`config.mk`:
```
export PLATFORM = sky130hd
export DESIGN_NAME = average_consensus_node_update_unit
export DESIGN_NICKNAME = d
export VERILOG_FILES = /design/src/sv/acnu_pkg.sv /design/src/sv/average_consensus_node_update_unit.sv
export VERILOG_INCLUDE_DIRS = /design/src /design/src/sv
export SDC_FILE = /design/constraint.sdc
export NUM_CORES = 2
export LEC_CHECK = 0
export ABC_AREA = 1
export BUFFER_PORTS_ARGS = -buffer_cell sky130_fd_sc_hd__buf_4
export CORE_ASPECT_RATIO = 2
export CORE_MARGIN = 2
export CORE_UTILIZATION = 45
export CTS_CLUSTER_SIZE = 30
export DETAILED_ROUTE_END_ITERATION = 12
export PLACE_DENSITY = 0.68
export SLEW_MARGIN = 5
export SYNTH_ARGS = -nofsm -noshare
export SYNTH_HDL_FRONTEND = slang
export SYNTH_SLANG_ARGS = --single-unit
```
`constraint.sdc`:
```
create_clock -name clk_i -period 9.8 [get_ports clk_i]
set_clock_uncertainty 0.1 [all_clocks]
set_input_delay 1.47 -clock clk_i [delete_from_list [all_inputs] [get_ports clk_i]]
set_output_delay 1.47 -clock clk_i [all_outputs]
set_load 0.01 [all_outputs]
```
`src/sv/average_consensus_node_update_unit_macros.svh`:
```
// Assertion macros shared by the consensus node RTL.
// Each macro takes a label, a property expression and a message string.
`ifndef AVERAGE_CONSENSUS_NODE_UPDATE_UNIT_MACROS_SVH
`define AVERAGE_CONSENSUS_NODE_UPDATE_UNIT_MACROS_SVH

`ifndef NO_ASSERTIONS

// The property must hold at every clock edge outside reset.
`define ACNU_ASSERT(lbl, prop, msg) \
  lbl: assert property (@(posedge clk_i) disable iff (!rst_ni) (prop)) else $error(msg);

// The condition must never be true outside reset.
`define ACNU_ASSERT_NEVER(lbl, cond, msg) \
  lbl: assert property (@(posedge clk_i) disable iff (!rst_ni) !(cond)) else $error(msg);

`else

`define ACNU_ASSERT(lbl, prop, msg)

`define ACNU_ASSERT_NEVER(lbl, cond, msg)

`endif

`endif

```
`src/sv/acnu_pkg.sv`:
```
`timescale 1ns / 1ps

package acnu_pkg;

  // Request kinds on the input channel.
  typedef enum logic [1:0] {
    KIND_STORE  = 2'd0,
    KIND_INIT   = 2'd1,
    KIND_UPDATE = 2'd2
  } kind_e;

  // Configuration register indexes.
  localparam logic [1:0] CFG_ADJACENCY = 2'd0;
  localparam logic [1:0] CFG_SELF      = 2'd1;
  localparam logic [1:0] CFG_MIN_TEMP  = 2'd2;

  localparam logic signed [31:0] MIN_TEMP_RESET = -32'sd2621440;

  localparam int unsigned WEIGHT_W = 17;
  localparam int unsigned STATE_W  = 32;
  localparam int unsigned PROD_W   = WEIGHT_W + 1 + STATE_W;

  localparam logic [WEIGHT_W-1:0] ONE_Q16 = 17'h10000;

  // round(65536 / d), halves up, for d = 1 .. 8.
  function automatic logic [WEIGHT_W-1:0] recip_q16(logic [3:0] d);
    logic [WEIGHT_W-1:0] r;
    case (d)
      4'd1:    r = 17'd65536;
      4'd2:    r = 17'd32768;
      4'd3:    r = 17'd21845;
      4'd4:    r = 17'd16384;
      4'd5:    r = 17'd13107;
      4'd6:    r = 17'd10923;
      4'd7:    r = 17'd9362;
      4'd8:    r = 17'd8192;
      default: r = '0;
    endcase
    return r;
  endfunction

  // round(n * 65536 / d), halves up, for 0 <= n < d <= 8.
  function automatic logic [WEIGHT_W-1:0] frac_q16(logic [2:0] n, logic [3:0] d);
    logic [WEIGHT_W-1:0] r;
    case ({d, n})
      {4'd2, 3'd1}: r = 17'd32768;
      {4'd3, 3'd1}: r = 17'd21845;
      {4'd3, 3'd2}: r = 17'd43691;
      {4'd4, 3'd1}: r = 17'd16384;
      {4'd4, 3'd2}: r = 17'd32768;
      {4'd4, 3'd3}: r = 17'd49152;
      {4'd5, 3'd1}: r = 17'd13107;
      {4'd5, 3'd2}: r = 17'd26214;
      {4'd5, 3'd3}: r = 17'd39322;
      {4'd5, 3'd4}: r = 17'd52429;
      {4'd6, 3'd1}: r = 17'd10923;
      {4'd6, 3'd2}: r = 17'd21845;
      {4'd6, 3'd3}: r = 17'd32768;
      {4'd6, 3'd4}: r = 17'd43691;
      {4'd6, 3'd5}: r = 17'd54613;
      {4'd7, 3'd1}: r = 17'd9362;
      {4'd7, 3'd2}: r = 17'd18725;
      {4'd7, 3'd3}: r = 17'd28087;
      {4'd7, 3'd4}: r = 17'd37449;
      {4'd7, 3'd5}: r = 17'd46811;
      {4'd7, 3'd6}: r = 17'd56174;
      {4'd8, 3'd1}: r = 17'd8192;
      {4'd8, 3'd2}: r = 17'd16384;
      {4'd8, 3'd3}: r = 17'd24576;
      {4'd8, 3'd4}: r = 17'd32768;
      {4'd8, 3'd5}: r = 17'd40960;
      {4'd8, 3'd6}: r = 17'd49152;
      {4'd8, 3'd7}: r = 17'd57344;
      default:      r = '0;
    endcase
    return r;
  endfunction

endpackage

```
`src/sv/average_consensus_node_update_unit.sv`:
```
`timescale 1ns / 1ps
// One node of distributed average consensus with max-degree weights, signed Q16.16 states
// and Q1.16 weights. The block takes one request at a time. A store request (kind 0), an
// unused kind or a refused initialization (temperature below the configured minimum) goes
// straight to reading the own state and loading the output register. An accepted
// initialization (kind 1) first scans the adjacency rows for the degrees and fills the
// weights, and an update step (kind 2) runs the weighted sum and writes back the own state,
// before the same read and load. The single read port of the state and weight memories
// serves one node per cycle during the weighted sum, and the degree scan and weight fill
// each handle one node per cycle. A result sits in an output register, so a new request is
// accepted while the previous result waits to be taken. Configuration writes are accepted
// at any time but must only be issued while the block is idle. There is no clearing pass
// after reset: per-entry valid bits make never-written entries read as zero.

`include "average_consensus_node_update_unit_macros.svh"

module average_consensus_node_update_unit
  import acnu_pkg::*;
#(
  parameter int unsigned BOARD_COUNT = 8
) (
  input  logic               clk_i,
  input  logic               rst_ni,

  input  logic               cfg_valid_i,
  output logic               cfg_ready_o,
  input  logic [1:0]         cfg_index_i,
  input  logic [63:0]        cfg_data_i,

  input  logic               in_valid_i,
  output logic               in_ready_o,
  input  logic [1:0]         in_kind_i,
  input  logic [2:0]         in_board_index_i,
  input  logic signed [31:0] in_sample_value_i,

  output logic               out_valid_o,
  input  logic               out_ready_i,
  output logic signed [31:0] out_own_state_o,
  output logic [31:0]        out_iteration_count_o,
  output logic               out_status_o
);

  localparam int unsigned IDX_W     = $clog2(BOARD_COUNT);
  localparam int unsigned D_W       = IDX_W + 1;
  localparam int unsigned ADJ_W     = BOARD_COUNT * BOARD_COUNT;
  localparam int unsigned ADJ_IDX_W = $clog2(ADJ_W);
  localparam int unsigned CNT_W     = $clog2(BOARD_COUNT + 2);
  localparam int unsigned ACC_W     = PROD_W + IDX_W;
  localparam int unsigned SHR_W     = ACC_W - 16;

  // Sequencer states.
  localparam logic [2:0] S_IDLE = 3'd0;
  localparam logic [2:0] S_DEG  = 3'd1;  // scan one adjacency row per cycle
  localparam logic [2:0] S_WGT  = 3'd2;  // write one weight per cycle
  localparam logic [2:0] S_MAC  = 3'd3;  // read, multiply, accumulate
  localparam logic [2:0] S_WB   = 3'd4;  // round, saturate, write back own state
  localparam logic [2:0] S_RD   = 3'd5;  // read own state for the result
  localparam logic [2:0] S_FIN  = 3'd6;  // load the output register

  // Configuration registers.
  logic [ADJ_W-1:0]   adj_q;
  logic [2:0]         self_index_q;
  logic signed [31:0] min_temp_q;

  // Control and working registers.
  logic [2:0]              state_q, state_d;
  logic [IDX_W-1:0]        row_q, row_d;
  logic [IDX_W-1:0]        g_q, g_d;
  logic [IDX_W-1:0]        degself_q, degself_d;
  logic [CNT_W-1:0]        cnt_q, cnt_d;
  logic signed [31:0]      sample_q, sample_d;
  logic                    status_q, status_d;
  logic [31:0]             iter_q, iter_d;
  logic signed [ACC_W-1:0] acc_q, acc_d;
  logic signed [PROD_W-1:0] prod_q;
  logic                    rd_pend_q;
  logic                    prod_vld_q;

  // Output register.
  logic               out_valid_q;
  logic signed [31:0] out_state_q;
  logic [31:0]        out_iter_q;
  logic               out_status_q;

  // Memories: node states and edge weights, one synchronous read port each.
  logic signed [31:0]  st_mem [BOARD_COUNT];
  logic [WEIGHT_W-1:0] wt_mem [BOARD_COUNT];
  logic [BOARD_COUNT-1:0] st_vld_q;
  logic [BOARD_COUNT-1:0] wt_vld_q;
  logic signed [31:0]  st_rdata_q;
  logic [WEIGHT_W-1:0] wt_rdata_q;
  logic                st_rvld_q;
  logic                wt_rvld_q;

  logic                st_we;
  logic [IDX_W-1:0]    st_waddr;
  logic signed [31:0]  st_wdata;
  logic                wt_we;
  logic [WEIGHT_W-1:0] wt_wdata;
  logic [IDX_W-1:0]    raddr;

  logic                 in_fire;
  logic [IDX_W-1:0]     self_slot;
  logic [BOARD_COUNT-1:0] row_bits;
  logic [IDX_W-1:0]     deg_row;
  logic [D_W-1:0]       d_val;
  logic [ADJ_IDX_W-1:0] self_bit;
  logic signed [PROD_W-1:0] prod_full;
  logic [WEIGHT_W-1:0]  w_eff;
  logic signed [31:0]   s_eff;
  logic signed [ACC_W-1:0] acc_rnd;
  logic signed [SHR_W-1:0] acc_shr;
  logic signed [31:0]   wb_value;

  assign cfg_ready_o = 1'b1;
  assign in_ready_o  = (state_q == S_IDLE);
  assign in_fire     = in_valid_i && in_ready_o;

  assign out_valid_o           = out_valid_q;
  assign out_own_state_o       = out_state_q;
  assign out_iteration_count_o = out_iter_q;
  assign out_status_o          = out_status_q;

  // An out-of-range self index saturates to the last node.
  assign self_slot = ({1'b0, self_index_q} >= 4'(BOARD_COUNT)) ?
                     IDX_W'(BOARD_COUNT - 1) : self_index_q[IDX_W-1:0];

  // Degree of the row under scan, ignoring the diagonal.
  assign row_bits = adj_q[ADJ_IDX_W'(row_q) * ADJ_IDX_W'(BOARD_COUNT) +: BOARD_COUNT];

  always_comb begin
    deg_row = '0;
    for (int j = 0; j < BOARD_COUNT; j++) begin
      if ((IDX_W'(j) != row_q) && row_bits[j]) begin
        deg_row = deg_row + IDX_W'(1);
      end
    end
  end

  // Weight for the column being filled: the self slot gets one minus its share, a
  // neighbor of this node gets 1/D, everything else zero.
  assign d_val    = D_W'(g_q) + D_W'(1);
  assign self_bit = ADJ_IDX_W'(self_slot) * ADJ_IDX_W'(BOARD_COUNT) + ADJ_IDX_W'(row_q);

  always_comb begin
    if (row_q == self_slot) begin
      wt_wdata = ONE_Q16 - frac_q16(3'(degself_q), 4'(d_val));
    end else if (adj_q[self_bit]) begin
      wt_wdata = recip_q16(4'(d_val));
    end else begin
      wt_wdata = '0;
    end
  end

  // Entries never written read as zero.
  assign w_eff     = wt_rvld_q ? wt_rdata_q : '0;
  assign s_eff     = st_rvld_q ? st_rdata_q : '0;
  assign prod_full = $signed({1'b0, w_eff}) * s_eff;

  // Round to nearest with halves up, then saturate to 32 bits.
  assign acc_rnd = acc_q + ACC_W'(32768);
  assign acc_shr = SHR_W'(acc_rnd >>> 16);

  always_comb begin
    if ((&acc_shr[SHR_W-1:31]) || !(|acc_shr[SHR_W-1:31])) begin
      wb_value = acc_shr[31:0];
    end else if (acc_shr[SHR_W-1]) begin
      wb_value = 32'sh8000_0000;
    end else begin
      wb_value = 32'sh7fff_ffff;
    end
  end

  // Memory port control.
  always_comb begin
    st_we    = 1'b0;
    st_waddr = self_slot;
    st_wdata = sample_q;
    wt_we    = 1'b0;
    raddr    = self_slot;
    case (state_q)
      S_IDLE: begin
        if (in_fire && (in_kind_i == KIND_STORE) &&
            ({1'b0, in_board_index_i} < 4'(BOARD_COUNT))) begin
          st_we    = 1'b1;
          st_waddr = in_board_index_i[IDX_W-1:0];
          st_wdata = in_sample_value_i;
        end
      end
      S_WGT: begin
        wt_we = 1'b1;
        st_we = (row_q == IDX_W'(BOARD_COUNT - 1));
      end
      S_MAC: begin
        if (cnt_q < CNT_W'(BOARD_COUNT)) begin
          raddr = cnt_q[IDX_W-1:0];
        end
      end
      S_WB: begin
        st_we    = 1'b1;
        st_wdata = wb_value;
      end
      default: begin
      end
    endcase
  end

  // Sequencer.
  always_comb begin
    state_d   = state_q;
    row_d     = row_q;
    g_d       = g_q;
    degself_d = degself_q;
    cnt_d     = cnt_q;
    sample_d  = sample_q;
    status_d  = status_q;
    iter_d    = iter_q;
    acc_d     = acc_q;
    case (state_q)
      S_IDLE: begin
        if (in_fire) begin
          sample_d = in_sample_value_i;
          status_d = 1'b0;
          row_d    = '0;
          g_d      = '0;
          cnt_d    = '0;
          acc_d    = '0;
          state_d  = S_RD;
          case (in_kind_i)
            KIND_INIT: begin
              if (in_sample_value_i < min_temp_q) begin
                status_d = 1'b1;
              end else begin
                state_d = S_DEG;
              end
            end
            KIND_UPDATE: begin
              state_d = S_MAC;
            end
            default: begin
            end
          endcase
        end
      end
      S_DEG: begin
        if (deg_row > g_q) begin
          g_d = deg_row;
        end
        if (row_q == self_slot) begin
          degself_d = deg_row;
        end
        if (row_q == IDX_W'(BOARD_COUNT - 1)) begin
          row_d   = '0;
          state_d = S_WGT;
        end else begin
          row_d = row_q + IDX_W'(1);
        end
      end
      S_WGT: begin
        if (row_q == IDX_W'(BOARD_COUNT - 1)) begin
          iter_d  = '0;
          state_d = S_RD;
        end else begin
          row_d = row_q + IDX_W'(1);
        end
      end
      S_MAC: begin
        if (prod_vld_q) begin
          acc_d = acc_q + ACC_W'(prod_q);
        end
        if (cnt_q == CNT_W'(BOARD_COUNT + 1)) begin
          state_d = S_WB;
        end else begin
          cnt_d = cnt_q + CNT_W'(1);
        end
      end
      S_WB: begin
        iter_d  = iter_q + 32'd1;
        state_d = S_RD;
      end
      S_RD: begin
        state_d = S_FIN;
      end
      S_FIN: begin
        if (!out_valid_q || out_ready_i) begin
          state_d = S_IDLE;
        end
      end
      default: begin
        state_d = S_IDLE;
      end
    endcase
  end

  // Control state and valid bits.
  always_ff @(posedge clk_i or negedge rst_ni) begin
    if (!rst_ni) begin
      state_q      <= S_IDLE;
      adj_q        <= '0;
      self_index_q <= '0;
      min_temp_q   <= MIN_TEMP_RESET;
      iter_q       <= '0;
      st_vld_q     <= '0;
      wt_vld_q     <= '0;
      st_rvld_q    <= 1'b0;
      wt_rvld_q    <= 1'b0;
      rd_pend_q    <= 1'b0;
      prod_vld_q   <= 1'b0;
      out_valid_q  <= 1'b0;
    end else begin
      state_q <= state_d;
      iter_q  <= iter_d;
      if (cfg_valid_i && cfg_ready_o) begin
        case (cfg_index_i)
          CFG_ADJACENCY: adj_q        <= cfg_data_i[ADJ_W-1:0];
          CFG_SELF:      self_index_q <= cfg_data_i[2:0];
          CFG_MIN_TEMP:  min_temp_q   <= $signed(cfg_data_i[31:0]);
          default: begin
          end
        endcase
      end
      if (st_we) begin
        st_vld_q[st_waddr] <= 1'b1;
      end
      if (wt_we) begin
        wt_vld_q[row_q] <= 1'b1;
      end
      st_rvld_q  <= st_vld_q[raddr];
      wt_rvld_q  <= wt_vld_q[raddr];
      rd_pend_q  <= (state_q == S_MAC) && (cnt_q < CNT_W'(BOARD_COUNT));
      prod_vld_q <= rd_pend_q;
      if ((state_q == S_FIN) && (!out_valid_q || out_ready_i)) begin
        out_valid_q <= 1'b1;
      end else if (out_ready_i) begin
        out_valid_q <= 1'b0;
      end
    end
  end

  // Working and payload registers.
  always_ff @(posedge clk_i) begin
    row_q     <= row_d;
    g_q       <= g_d;
    degself_q <= degself_d;
    cnt_q     <= cnt_d;
    sample_q  <= sample_d;
    status_q  <= status_d;
    acc_q     <= acc_d;
    prod_q    <= prod_full;
    if ((state_q == S_FIN) && (!out_valid_q || out_ready_i)) begin
      out_state_q  <= s_eff;
      out_iter_q   <= iter_q;
      out_status_q <= status_q;
    end
  end

  // State and weight memories.
  always_ff @(posedge clk_i) begin
    if (st_we) begin
      st_mem[st_waddr] <= st_wdata;
    end
    st_rdata_q <= st_mem[raddr];
  end

  always_ff @(posedge clk_i) begin
    if (wt_we) begin
      wt_mem[row_q] <= wt_wdata;
    end
    wt_rdata_q <= wt_mem[raddr];
  end

  // Products are only accumulated while the weighted sum runs.
  `ACNU_ASSERT_NEVER(a_prod_outside_mac, prod_vld_q && (state_q != S_MAC), "stray product")

  // The self degree can never exceed the graph degree, or the self weight goes wrong.
  `ACNU_ASSERT(a_deg_bound, (state_q == S_WGT) |-> (degself_q <= g_q), "self degree above max")

  // Each write-back step advances the iteration count by exactly one.
  `ACNU_ASSERT(a_iter_step, (state_q == S_WB) |=> (iter_q == $past(iter_q) + 32'd1), "count step")

  // A request is never accepted while a result is being formed.
  `ACNU_ASSERT_NEVER(a_busy_accept, in_fire && (state_q == S_FIN), "accept while busy")

endmodule
```
* Word-level counts from Yosys, hierarchy flattened
Memories as Yosys holds them, arrays and structs flattened. A register that Yosys moved wholly into a read port is not among the register bits.
Index checks and enable logic that the tools add are counted.
** Operators by class
- $add $sub $neg :: 15
- $mul :: 1
- Order comparisons :: 9
- Equality and inequality tests :: 29
- Shift-type cells :: 1
- Mux-type cells :: 63
- Bitwise logic cells :: 2
- Reductions and logical operators :: 40
** Operators with widths (number)
- $mux 32 :: 5
- $pmux 32 s2 :: 2
- $mux 53 :: 2
- $pmux 53 s2 :: 1
- $mux 17 :: 4
- $shiftx 64x7->8 :: 1
- $mux 3 :: 21
- $add 53x17->53 const B :: 1
- $add 53x50->53 :: 1
- $mul 18x32->50 :: 1
- $add 32x1->32 const B :: 1
- $lt 32x32->1 :: 1
- $add 3x1->3 const B :: 8
- $pmux 3 s7 :: 1
- $sub 17x17->17 const A :: 1
- $ne 2x2->1 const B :: 8
- $or 8x8->8 :: 2
- $mux 1 :: 15
- $logic_and 1x1->1 :: 14
- $eq 3x3->1 const B :: 4
- $lt 3x4->1 const B :: 3
- $ne 3x3->1 const A :: 4
- $pmux 3 s2 :: 2
- $reduce_and 2->1 :: 6
- 33 further kinds :: 51
** Word-level totals
- Register bits after elaboration :: 369
- RAM bits :: 392
- Bits in read-only memories :: 2320
- Bits of input ports :: 108
- Output and inout bits :: 68
- Memories :: 4
** Memory list
- (name not given) :: depth 128, bits a word 16, read ports 1, clocked after Yosys merged registers in 0, write ports 0, line acnu_pkg.sv:45 : case ({d, n})
- (name not given) :: depth 16, bits a word 17, read ports 1, clocked after Yosys merged registers in 0, write ports 0, line acnu_pkg.sv:28 : case (d)
- st_mem :: depth 8, bits a word 32, read ports 1, clocked after Yosys merged registers in 1, write ports 1, line average_consensus_node_update_unit.sv:86 : logic signed [31:0] st_mem [BOARD_COUNT];
- wt_mem :: depth 8, bits a word 17, read ports 1, clocked after Yosys merged registers in 1, write ports 1, line average_consensus_node_update_unit.sv:87 : logic [WEIGHT_W-1:0] wt_mem [BOARD_COUNT];

* Depth between registers and ports, before layout
- Word-level depth :: 20
- Depth in mapped cells :: 37
- Gate-level depth less buffers :: 37

* Least setup slack after synthesis
OpenSTA, ideal clock, no wires.
- Path type :: register to register
- Start :: reg wt_rvld_q
- End :: reg prod_q[47]
- Library setup time :: 127 ps
- Arrival :: 6173 ps
- Path slack :: 3400 ps
- Cell stages (with the launch flop) :: 29
- Period minus slack after synthesis :: 6400 ps
- Cell sequence :: dfrtp_1 > clkbuf_1 > buf_1 > nand2_1 > inv_1 > clkbuf_1 > nand2_1 > fa_1 > inv_1 > fa_1 > inv_1 > fa_1 > inv_1 > fa_1 > fa_1 > inv_1 > fa_1 > inv_1 > ha_1 > nand2_1 > nand2_1 > a21oi_1 > nor2_1 > o21ai_0 > nand2_1 > o21bai_1 > a21oi_1 > o21ai_0 > xor2_1
** Between the ends
- Cells in the longest elaborated chain, start to end :: 2
** Ends and longest elaborated chain
- start, declared :: line average_consensus_node_update_unit.sv:93 : logic wt_rvld_q;
- start signal, assigned :: line average_consensus_node_update_unit.sv:329 : wt_rvld_q <= wt_vld_q[raddr];
- $mux 17 :: line average_consensus_node_update_unit.sv:156 : assign w_eff = wt_rvld_q ? wt_rdata_q : '0;
- $mul 18x32->50 :: line average_consensus_node_update_unit.sv:158 : assign prod_full = $signed({1'b0, w_eff}) * s_eff;
- via prod_full[47] :: line average_consensus_node_update_unit.sv:108 : logic signed [PROD_W-1:0] prod_full;
- end signal, assigned :: line average_consensus_node_update_unit.sv:349 : prod_q <= prod_full;
- end, declared :: line average_consensus_node_update_unit.sv:75 : logic signed [PROD_W-1:0] prod_q;
The timed path passes the listed nets, and every way through them passes these cells.
A chain may end at the register's enable or synchronous reset.

* Final worst setup path
- Start :: reg wt_rvld_q
- End :: reg prod_q[32]
Same word-level chain as after synthesis.

==> flow_metrics.env <==
export IMPL_run_status="finished clean"
export IMPL_synth_sequential_area_ratio_pct=40.0
export IMPL_worstPathCellList="nand2_1 -> inv_1 -> nand2_1 -> fa_1 -> inv_1 -> fa_1 -> fa_1 -> fa_1 -> fa_1 -> inv_1 -> fa_1 -> inv_1 -> ha_1 -> a21oi_1 -> inv_1 -> a31oi_1 -> nor2_1 -> nor2_1 -> nand2_1 -> a21oi_1 -> o211ai_1 -> xor2_1"
export IMPL_final_wirelength_um=189000
export IMPL_ports=176
export IMPL_finalCriticalPeriod_ps=8170
export IMPL_worstSkewPairLatency_ps=720
export IMPL_final_nets=7159
export IMPL_kind_of_start_point_of_the_critical_path="flip-flop"
export IMPL_post_synth_cell_area_avg_um2=9.13
export IMPL_ctsRootBufferMaster="clkbuf_16"
export IMPL_final_setup_viol_count=0
export IMPL_cts_resized_gates=0
export IMPL_worstMarginPinSlew_ps=1200
export IMPL_initial_core_util_pct=45.4
export IMPL_cts_buffers=76
export IMPL_detail_route_wl_per_cell_um=23.6
export IMPL_grt_use_total_pct=30.0
export IMPL_global_route_wire_length_before_repair_um=281000
export IMPL_post_cts_buffers=0
export IMPL_total_area_of_multi_input_combinational_cells_um2=29100
export IMPL_synth_edf_count=556
export IMPL_yosys_warnings=0
export IMPL_detailed_place_hpwl_um=143000
export IMPL_postSynthRegisterBits=810
export IMPL_die_area_um2=128000
export IMPL_yosys_top_cells_area="edfxtp_1 (30%), fa_1 (19%), inv_1 (7.0%)"
export IMPL_timing_worst_setup_path_type="reg -> reg"
export IMPL_firstDrtPassIters=6
export IMPL_max_cap_viol_count=0
export IMPL_post_cts_hold_buffer_count=0
export IMPL_finalWeightedCongestion=1.01
export IMPL_critical_path_slowest_cell="dfrtp_1"
export IMPL_ys_dominant_reg_cell="edfxtp_1"
export IMPL_netlist_area_um2=56400
export IMPL_cts_clk_slew_worst_paths_ps=70
export IMPL_detail_route_antenna_nets=0
export IMPL_synth_area_leader_cell="edfxtp_1"
export IMPL_syn_instance_count=6176
export IMPL_crit_path_end_kind="flip-flop"
export IMPL_timing_final_crit_share_pct=83.4
export IMPL_required_ps=10250
export IMPL_max_incr_delay_on_cp_ps=850
export IMPL_cp_common_cell="fa_1"
export IMPL_timing_max_slew_rel_slack_pct=19.7
export IMPL_fp_dieW_um=254
export IMPL_detail_route_iter0_violations=3149
export IMPL_syn_nets=7041
export IMPL_worst_hold_check_path_type="reg -> reg"
export IMPL_route_detailed_vias_per_inst=5.56
export IMPL_core_area_um2=124000
export IMPL_worst_endpoint_arrival_ps=8620
export IMPL_pin_count_of_the_biggest_net_entering_global_routing=108
export IMPL_grt_pass1_vias=47479
export IMPL_remaining_drc_errors=0
export IMPL_syn_to_final_growth_pct=10.7
export IMPL_tritoncts="built"
export IMPL_port_buffer_count=174
export IMPL_h_tree_depth=3
export IMPL_finalMaxSlewViolations=0
export IMPL_die_y_um=505
export IMPL_layout_filler_cells=11462
export IMPL_cts_sink_count=810
export IMPL_vias=44621
export IMPL_synth_distinct_cells=64
export IMPL_fin_setup_tns_ps=0
export IMPL_final_layout_size_suffix_gt1_share_pct=7.71
export IMPL_rsz0062_at_grt="false"
export IMPL_initial_antenna_violation_count=8
export IMPL_max_freq_mhz=122
export IMPL_placed_cells=7881
export IMPL_max_clock_path_buffers=3
export IMPL_synthDominantCellAreaShare_pct=29.6
export IMPL_register_area_um2=22600
export IMPL_worstPathMaxFanout=19
export IMPL_synth_async_sr_flop_share_pct=19.1
export IMPL_std_cell_rows=183
export IMPL_final_hold_viol_count=0
export IMPL_instances_no_fill=8028
export IMPL_globalRoute_totalOverflow=0
## per-layer routing
layer / share of wire, % / vias to the layer above / GRT usage [%]
met5: 0.026 / - / 0
met4: 12 / 8 / 29.4
met3: 6.1 / 870 / 5.52
met2: 52 / 1930 / 53.9
met1: 30 / 21753 / 27.7
li1: - / 20060 / -
## cells in the mapped netlist, drive strengths merged (12+ instances only)
| master | number |
|---|---|
| inv | 1064 |
| nand2 | 1050 |
| nor2 | 847 |
| edfxtp | 556 |
| fa | 522 |
| o21ai | 487 |
| a21oi | 237 |
| ha | 235 |
| nand3 | 173 |
| clkbuf | 170 |
| dfrtp | 143 |
| o22ai | 114 |
| dfxtp | 99 |
| xor2 | 60 |
| nand4 | 51 |
| nor3 | 51 |
| a22oi | 34 |
| buf | 34 |
| xnor2 | 33 |
| a31oi | 29 |
| mux2 | 21 |
| or2 | 20 |
| clkinv | 19 |
| a21o | 17 |
| nor4 | 13 |
| dfstp | 12 |
## metrics by stage
step / cell area (um2) / hold slack [ps] / setup slack (ps) / utilization (%)
after floorplan: 56400 / 231 / 3400 / -
after global routing: 62400 / 256 / 1300 / 50.2
after CTS: 62400 / 255 / 1830 / 50.2
final: 62400 / 252 / 1630 / 50.2
after global placement: 59600 / 236 / 1930 / 48.0
after detailed placement: 59600 / 240 / 1870 / 48.0
## path summary, 6_finish.rpt
path / start / end / slack, ps / cells past startpoint
min in group asynchronous: rst_ni / iter_q[19] / 750 / 1
worst min register to register: rd_pend_q / prod_vld_q / 250 / 0
worst max-delay path: wt_rvld_q / prod_q[32] / 1630 / 22
worst min-delay path: rd_pend_q / prod_vld_q / 250 / 0
worst max register to register: wt_rvld_q / prod_q[32] / 1630 / 22
max in group asynchronous: rst_ni / adj_q[2] / 7430 / 2
## sequential cells by signal, summed over array words and instances, names as in the netlist, 4 cells and up
register               flops
min_temp_q                32
st_vld_q                   8
cnt_q                      4
st_mem                   256
out_iteration_count_o     32
wt_mem                   136
adj_q                     64
st_rdata_q                32
sample_q                  32
acc_q                     53
prod_q                    50
out_own_state_o           32
wt_rdata_q                17
iter_q                    32
wt_vld_q                   8
## logic make-up (layout without fill, tap and decap cells)
family	after synthesis	count (layout)	share of synthesized area [%]
and+or+nand+nor	2218	2218	15.9
buffers and inverters	1287	1469	8.69
AOI/OAI and AO/OA	986	986	9.68
DFF	810	810	40.0
adders and majority gates	757	757	23.7
xor gates and xnor gates	93	93	1.46
muxes	24	24	0.472
other	1	6	0.00665
## worst max-delay path: cells and delay by family (launching register included)
kind	cells	cell delay, ps
fa+ha+maj	7	3650
compound gates	4	1040
buf+inv	5	1000
simple gates	5	910
flops	1	850
xor+xnor	1	410
## placed cells by master, fill, tap and decap left out, types with 29 or more instances in the layout
| master | n |
|---|---|
| nand3_1 | 168 |
| fa_1 | 522 |
| clkbuf_16 | 79 |
| inv_1 | 1048 |
| nand4_1 | 51 |
| xnor2_1 | 32 |
| buf_4 | 243 |
| nor3_1 | 46 |
| a31oi_1 | 29 |
| o21ai_0 | 453 |
| edfxtp_1 | 556 |
| ha_1 | 235 |
| nand2_1 | 1041 |
| xor2_1 | 60 |
| a22oi_1 | 34 |
| dfxtp_1 | 99 |
| nor2_1 | 813 |
| o21ai_1 | 31 |
| o22ai_1 | 114 |
| a21oi_1 | 237 |
| dfrtp_1 | 143 |
## final cells by class
type	count	area share [%]
Antenna cell	5	0.0200
Clock buffer	95	3.33
Clock inverter	47	1.10
Inverter	1083	6.52
Multi-Input combinational cell	4079	46.6
Sequential cell	810	36.2
Tap cell	1665	3.34
Timing Repair Buffer	244	2.94
Power is not shown: default switching activity piles up to over one toggle a cycle in this logic, so the estimate is an artifact.
